File: src/rtl/kcl_pkg.sv
// Package for the keypad code lock with arming stages.
// Holds key codes, event codes, register indexes and buffer sizing.
// No dependencies.
`timescale 1ns / 1ps

package kcl_pkg;

  // entry buffer sizing
  localparam int MAX_DIGITS = 10;
  localparam int CODE_SLOTS = 10;
  localparam int LEN_LIMIT  = (MAX_DIGITS < CODE_SLOTS) ? MAX_DIGITS : CODE_SLOTS;
  localparam int CNT_W      = $clog2(MAX_DIGITS + 1);
  localparam int IDX_W      = (MAX_DIGITS > 1) ? $clog2(MAX_DIGITS) : 1;

  localparam int KEY_W      = 4;
  localparam int DIGIT_W    = 4;
  localparam int CODE_W     = CODE_SLOTS * DIGIT_W;
  localparam int LEN_W      = 4;

  localparam logic [CODE_W-1:0] CODE_DIGITS_RST = CODE_W'(17185);
  localparam logic [LEN_W-1:0]  CODE_LENGTH_RST = LEN_W'(4);

  // keypad codes
  localparam logic [KEY_W-1:0] KEY_NONE     = 4'd0;
  localparam logic [KEY_W-1:0] KEY_DIGIT_LO = 4'd1;
  localparam logic [KEY_W-1:0] KEY_DIGIT_HI = 4'd10;
  localparam logic [KEY_W-1:0] KEY_STAR     = 4'd11;
  localparam logic [KEY_W-1:0] KEY_HASH     = 4'd12;

  // configuration register indexes
  localparam logic CFG_CODE_DIGITS = 1'b0;
  localparam logic CFG_CODE_LENGTH = 1'b1;

  typedef enum logic [2:0] {
    EV_NONE     = 3'd0,
    EV_DIGIT    = 3'd1,
    EV_CLEARED  = 3'd2,
    EV_MATCH    = 3'd3,
    EV_MISMATCH = 3'd4,
    EV_OVERFLOW = 3'd5
  } kev_t;

  typedef logic [MAX_DIGITS-1:0][DIGIT_W-1:0] digit_buf_t;

endpackage

File: src/rtl/kcl_match.sv
// Passcode comparator: entry buffer and count against stored code and length.
// Depends on kcl_pkg.
`timescale 1ns / 1ps

module kcl_match
  import kcl_pkg::*;
(
  input  digit_buf_t        digits,
  input  logic [CNT_W-1:0]  count,
  input  logic [CODE_W-1:0] code_digits,
  input  logic [LEN_W-1:0]  code_length,
  output logic              match
);

  logic [MAX_DIGITS-1:0] digit_ok;
  logic                  len_ok;

  // length beyond buffer or code slots never matches
  assign len_ok = (5'(code_length) <= 5'(LEN_LIMIT))
                  && (count == CNT_W'(code_length));

  for (genvar i = 0; i < MAX_DIGITS; i++) begin : g_digit
    localparam logic [CNT_W-1:0] POS = CNT_W'(i);
    if (i < CODE_SLOTS) begin : g_cmp
      assign digit_ok[i] = (count <= POS)
                           || (digits[i] == code_digits[i*DIGIT_W +: DIGIT_W]);
    end else begin : g_out
      // only reachable with length above the code slots, rejected by len_ok
      assign digit_ok[i] = (count <= POS);
    end
  end

  assign match = len_ok && (&digit_ok);

endmodule

File: config.mk
export PLATFORM = sky130hd
export DESIGN_NAME = kcl_match
export DESIGN_NICKNAME = d
export VERILOG_FILES = /design/src/rtl/kcl_pkg.sv /design/src/rtl/kcl_match.sv
export SDC_FILE = /design/constraint.sdc
export NUM_CORES = 1
export LEC_CHECK = 0
export BUFFER_PORTS_ARGS = -buffer_cell sky130_fd_sc_hd__buf_2
export CORE_MARGIN = 2
export CORE_UTILIZATION = 31
export DETAILED_ROUTE_END_ITERATION = 16
export GPL_TIMING_DRIVEN = 0
export PLACE_DENSITY = 0.85
export SLEW_MARGIN = 20
export SYNTH_ARGS = -nofsm -noshare
export SYNTH_HDL_FRONTEND = slang
export SYNTH_SLANG_ARGS = --single-unit
File: constraint.sdc
create_clock -name vclk -period 1.3
set_clock_uncertainty 0.1 [all_clocks]
set_input_delay 0 -clock vclk [all_inputs]
set_output_delay 0 -clock vclk [all_outputs]
set_load 0.01 [all_outputs]
# == Word level (Yosys, flattened, before mapping) ==
# Index checks and enable logic that the tools add are counted.
# totals
reg_bits,0
out_inout_bits,1
# classes
magnitude_cmp,11
n_eq_ne,11
reduce_logical,13
# ops
operator,n
$eq A4 B4 Y1,11
$le A4 B3 Y1 const B,4
$le A4 B4 Y1 const B,3
$logic_or A1 B1 Y1,10
$reduce_and A10 Y1,1
$le A4 B1 Y1 const B,2
$le A4 B2 Y1 const B,2
$logic_and A1 B1 Y1,2

# == Longest topological paths before layout ==
# depth
word_depth,4
depth_mapped,6
ltp_nobuf,5

# == Least setup slack after synthesis ==
# Ideal clock, no wire load.
# synth_timing
path_type,input-to-output
startpoint,input port count[1]
endpoint,output port match
t_arrival_ns,1.178
required_ns,1.200
path_slack_ns,0.022
cell_stages,5
cell_sequence,clkbuf_1 > xor2_1 > a2111oi_1 > o211ai_1 > nor4_2
# synth_via
elab_chain_cells,4
elab_cells_between_ends,24
classes_between,order compare (10); eq/ne (1); reduce/logical (13)
# synth_lines
item,line_no,rtl
"start, declared",kcl_match.sv:9,"input logic [CNT_W-1:0] count,"
"$le A4 B1 Y1, or another cell as far along",kcl_match.sv:25,assign digit_ok[i] = (count <= POS)
$logic_or A1 B1 Y1,kcl_match.sv:26,|| (digits[i] == code_digits[i*DIGIT_W +: DIGIT_W]);
$reduce_and A10 Y1,kcl_match.sv:33,assign match = len_ok && (&digit_ok);
$logic_and A1 B1 Y1 *,kcl_match.sv:33,
"end, declared",kcl_match.sv:12,output logic match
# Mark *: on every way between the ends. The rest lies on a longest branch, timed or not.

# == Worst setup path after layout ==
# layout_timing
startpoint,input port count[2]
endpoint,output port match
# The elaborated chain is that of the path after synthesis.

==> flow_summary.html <==
<table>
<tr><th>Metric</th><th>Value</th></tr>
<tr><th colspan="2">Route</th></tr>
<tr><td>Count of nets left with antenna violations after detail routing</td><td>0</td></tr>
<tr><td>Routed len/inst</td><td>11.3 µm</td></tr>
<tr><td>Vias/cell</td><td>4.83</td></tr>
<tr><td>Aggregate routed wire length</td><td>2170 µm</td></tr>
<tr><td>DRC violation count after routing</td><td>0</td></tr>
<tr><td>Vias after detailed routing</td><td>922</td></tr>
<tr><td>TritonRoute pass-1 iters</td><td>2</td></tr>
<tr><td>Iter 0 DRT Violations</td><td>2</td></tr>
<tr><th colspan="2">Global routing</th></tr>
<tr><td>Vias in the first global route</td><td>797</td></tr>
<tr><td>Antenna violations before repair</td><td>0</td></tr>
<tr><td>Pin count of the biggest net entering global routing</td><td>11</td></tr>
<tr><td>Overall overflow remaining after global route</td><td>0</td></tr>
<tr><td>First-pass GRT wire length</td><td>2820 µm</td></tr>
<tr><td>Overall routing resource usage</td><td>16.4%</td></tr>
<tr><th colspan="2">Floorplanning</th></tr>
<tr><td>Initial standard-cell utilization of the core</td><td>33.7%</td></tr>
<tr><td>Die span in y</td><td>48.0 µm</td></tr>
<tr><td>Standard-cell rows</td><td>15</td></tr>
<tr><td>I/O pins</td><td>89</td></tr>
<tr><td>Die Footprint</td><td>2310 µm²</td></tr>
<tr><td>Placeable core region</td><td>1780 µm²</td></tr>
<tr><td>Die span in x</td><td>48.0 µm</td></tr>
<tr><th colspan="2">Power and ir drop</th></tr>
<tr><td>Leakage</td><td>0.550 nW</td></tr>
<tr><td>Pint</td><td>0.189 mW</td></tr>
<tr><td>Peak supply drop</td><td>141 µV</td></tr>
<tr><td>Total chip power</td><td>0.323 mW</td></tr>
<tr><td>Power dissipated by switching net loads</td><td>0.134 mW</td></tr>
<tr><td>Proportion of power drawn by the clock network</td><td>0%</td></tr>
<tr><td>Part of the total power dissipated in sequential elements</td><td>0%</td></tr>
<tr><td>Combinational share of power</td><td>100.0%</td></tr>
<tr><td>Ratio of total power to cell area</td><td>293 nW/µm²</td></tr>
<tr><td>Switching Share</td><td>41.6%</td></tr>
<tr><th colspan="2">Yosys</th></tr>
<tr><td>Cell taking the most area after synthesis</td><td>xor2_1</td></tr>
<tr><td>Synth warn</td><td>0</td></tr>
<tr><td>Average cell area after synthesis</td><td>7.70 µm²</td></tr>
<tr><td>Post-Syn Area</td><td>601 µm²</td></tr>
<tr><td>Portion of synthesized cell area occupied by the leading cell type</td><td>32.1%</td></tr>
<tr><td>Nets in the synthesized netlist</td><td>166</td></tr>
<tr><td>Cells taking the most area after synthesis</td><td>xor2_1, xnor2_1, nand4_1, nor4_1, o21ai_0</td></tr>
<tr><td>Sequential element share of the synthesized area</td><td>0%</td></tr>
<tr><td>Synthesized instance count</td><td>78</td></tr>
<tr><td>Post-synthesis cell type count</td><td>24</td></tr>
<tr><th colspan="2">Timing</th></tr>
<tr><td>Slew at the pin closest to its max-slew limit</td><td>0.304 ns</td></tr>
<tr><td>Final cycle utilization of the critical path</td><td>97.9%</td></tr>
<tr><td>Minimum clock period</td><td>1.27 ns</td></tr>
<tr><td>Highest clock rate</td><td>786 MHz</td></tr>
<tr><td>Endpoints failing hold</td><td>0</td></tr>
<tr><td>Max Slew Vio Count</td><td>0</td></tr>
<tr><td>Setup slack after layout</td><td>0.0273 ns</td></tr>
<tr><td>Slew HR</td><td>79.5%</td></tr>
<tr><td>Post-route setup TNS</td><td>0 ns</td></tr>
<tr><td>Setup violations, final</td><td>0</td></tr>
<tr><td>Unrepaired setup endpoints after global routing</td><td>true</td></tr>
<tr><td>Worst Hold Slack</td><td>0.356 ns</td></tr>
<tr><th colspan="2">Critical path</th></tr>
<tr><td>Category of the worst setup path capture point</td><td>output pin</td></tr>
<tr><td>CP arrival</td><td>1.17 ns</td></tr>
<tr><td>CP Class</td><td>in -&gt; out</td></tr>
<tr><td>Crit Path Max Fanout</td><td>10</td></tr>
<tr><td>Critical Path Source Type</td><td>primary input</td></tr>
<tr><td>Worst EP required</td><td>1.20 ns</td></tr>
<tr><th colspan="2">Placement</th></tr>
<tr><td>Number of placed instances with taps included</td><td>191</td></tr>
<tr><td>Instance area after placement</td><td>1070 µm²</td></tr>
<tr><td>Post-placement setup slack</td><td>-0.221 ns</td></tr>
<tr><td>DPL Wire Length</td><td>1960 µm</td></tr>
<tr><td>IO Port Bufs</td><td>88</td></tr>
<tr><td>Final weighted congestion in routability-driven placement</td><td>0.676</td></tr>
<tr><th colspan="2">Cells and area</th></tr>
<tr><td>Layout overhead on the synthesized area</td><td>83.5%</td></tr>
<tr><td>Post-route core utilization</td><td>61.8%</td></tr>
<tr><td>Area of all placed cells without fillers</td><td>1100 µm²</td></tr>
<tr><td>Clock buffer instance count of the final layout</td><td>0</td></tr>
<tr><td>Ratio of cells with drive above 1 in the final layout</td><td>57.8%</td></tr>
<tr><td>Sequential Area</td><td>0 µm²</td></tr>
<tr><td>Count of placed standard cells in the final layout, fillers left out</td><td>191</td></tr>
<tr><td>Commonest cells after routing, fill and taps aside</td><td>buf_2, xor2_1, xnor2_1</td></tr>
<tr><td># fillers</td><td>171</td></tr>
<tr><td>Count of sequential standard cells</td><td>0</td></tr>
<tr><td>Net total in the final layout</td><td>256</td></tr>
<tr><td>Most common library cell in the layout ignoring fill and taps</td><td>buf_2</td></tr>
<tr><td>Ant diodes</td><td>0</td></tr>
<tr><th colspan="2">Hold path</th></tr>
<tr><td>Hold path startpoint</td><td>code_length[3]</td></tr>
<tr><td>Type of the worst min-delay path</td><td>in -&gt; out</td></tr>
<tr><td>Cell depth of the worst hold path</td><td>5</td></tr>
<tr><td>Min-Delay Endpoint</td><td>match</td></tr>
<tr><th colspan="2">Flow run</th></tr>
<tr><td>Max-cap violation count</td><td>0</td></tr>
<tr><th colspan="2">Clock tree</th></tr>
<tr><td>Number of buffers inserted for hold repair after clock tree synthesis</td><td>0</td></tr>
<tr><th colspan="2">Status</th></tr>
<tr><td>Result of the run</td><td>finished, final reports clean</td></tr>
</table>
kinds of logic after synthesis:
kind of cell              count (synthesis)  share of synthesized area (%)
AOI/OAI and AO/OA                        15                           16.9
and+or+nand+nor                          18                           19.2
buffers and inverters                     3                           2.71
xor gates and xnor gates                 42                           61.2
cell usage after synthesis (all sizes together), types with 2 or more instances:
cell type,count
nor4,6
nand4,5
a21oi,2
xor2,22
buf,2
nand2,3
xnor2,20
o21ai,4
how the worst max path moves through the flow:
stage                          from  endpoint  slack (ns)  depth (start not counted)
global route               count[2]     match       -0.03                          8
CTS                 code_digits[20]     match       0.002                          6
detailed placement         count[3]     match       -0.22                          7
floorplan                  count[1]     match        0.02                          5
global placement           count[2]     match       -0.19                          8
finish                     count[2]     match        0.03                          6
final cells by class:
cell class                 instances  area [µm²]  area share [%]
buffer                             3        23.8            2.16
multi-input combinational         75         607            55.1
tap                               25        31.3            2.84
timing repair buffer              88         440            40.0
power groups by stage:
stage	Sequential (mW)	Clock (mW)	Combinational, mW
5_1_grt	0	0	0.357
4_1_cts	0	0	0.317
6_report	0	0	0.323
2_1_floorplan	0	0	0.140
3_3_place_gp	0	0	0.297
3_5_place_dp	0	0	0.311
per-layer routing:
metal,GRT usage (%),wire [µm],up-vias,part of all wire [%]
li1,-,-,462,-
met1,12.7,663,401,31
met2,40.3,1240,55,57
met3,1.13,223,4,10
met4,2.16,36,0,1.7
met5,0,0,-,0
worst max-delay path, cell delays in order:
cell and delay, ns:
buf_2 0.10, buf_4 0.16, o41ai_2 0.27, o2111ai_1 0.17
nor4_2 0.29, buf_2 0.17
timing repair:
item                                    CTS  global route
buffers inserted                          0             0
resized for setup                         4             4
endpoints found under the setup margin    1             1
pin swaps                                 4             2
(Power assumes the default switching activity.)
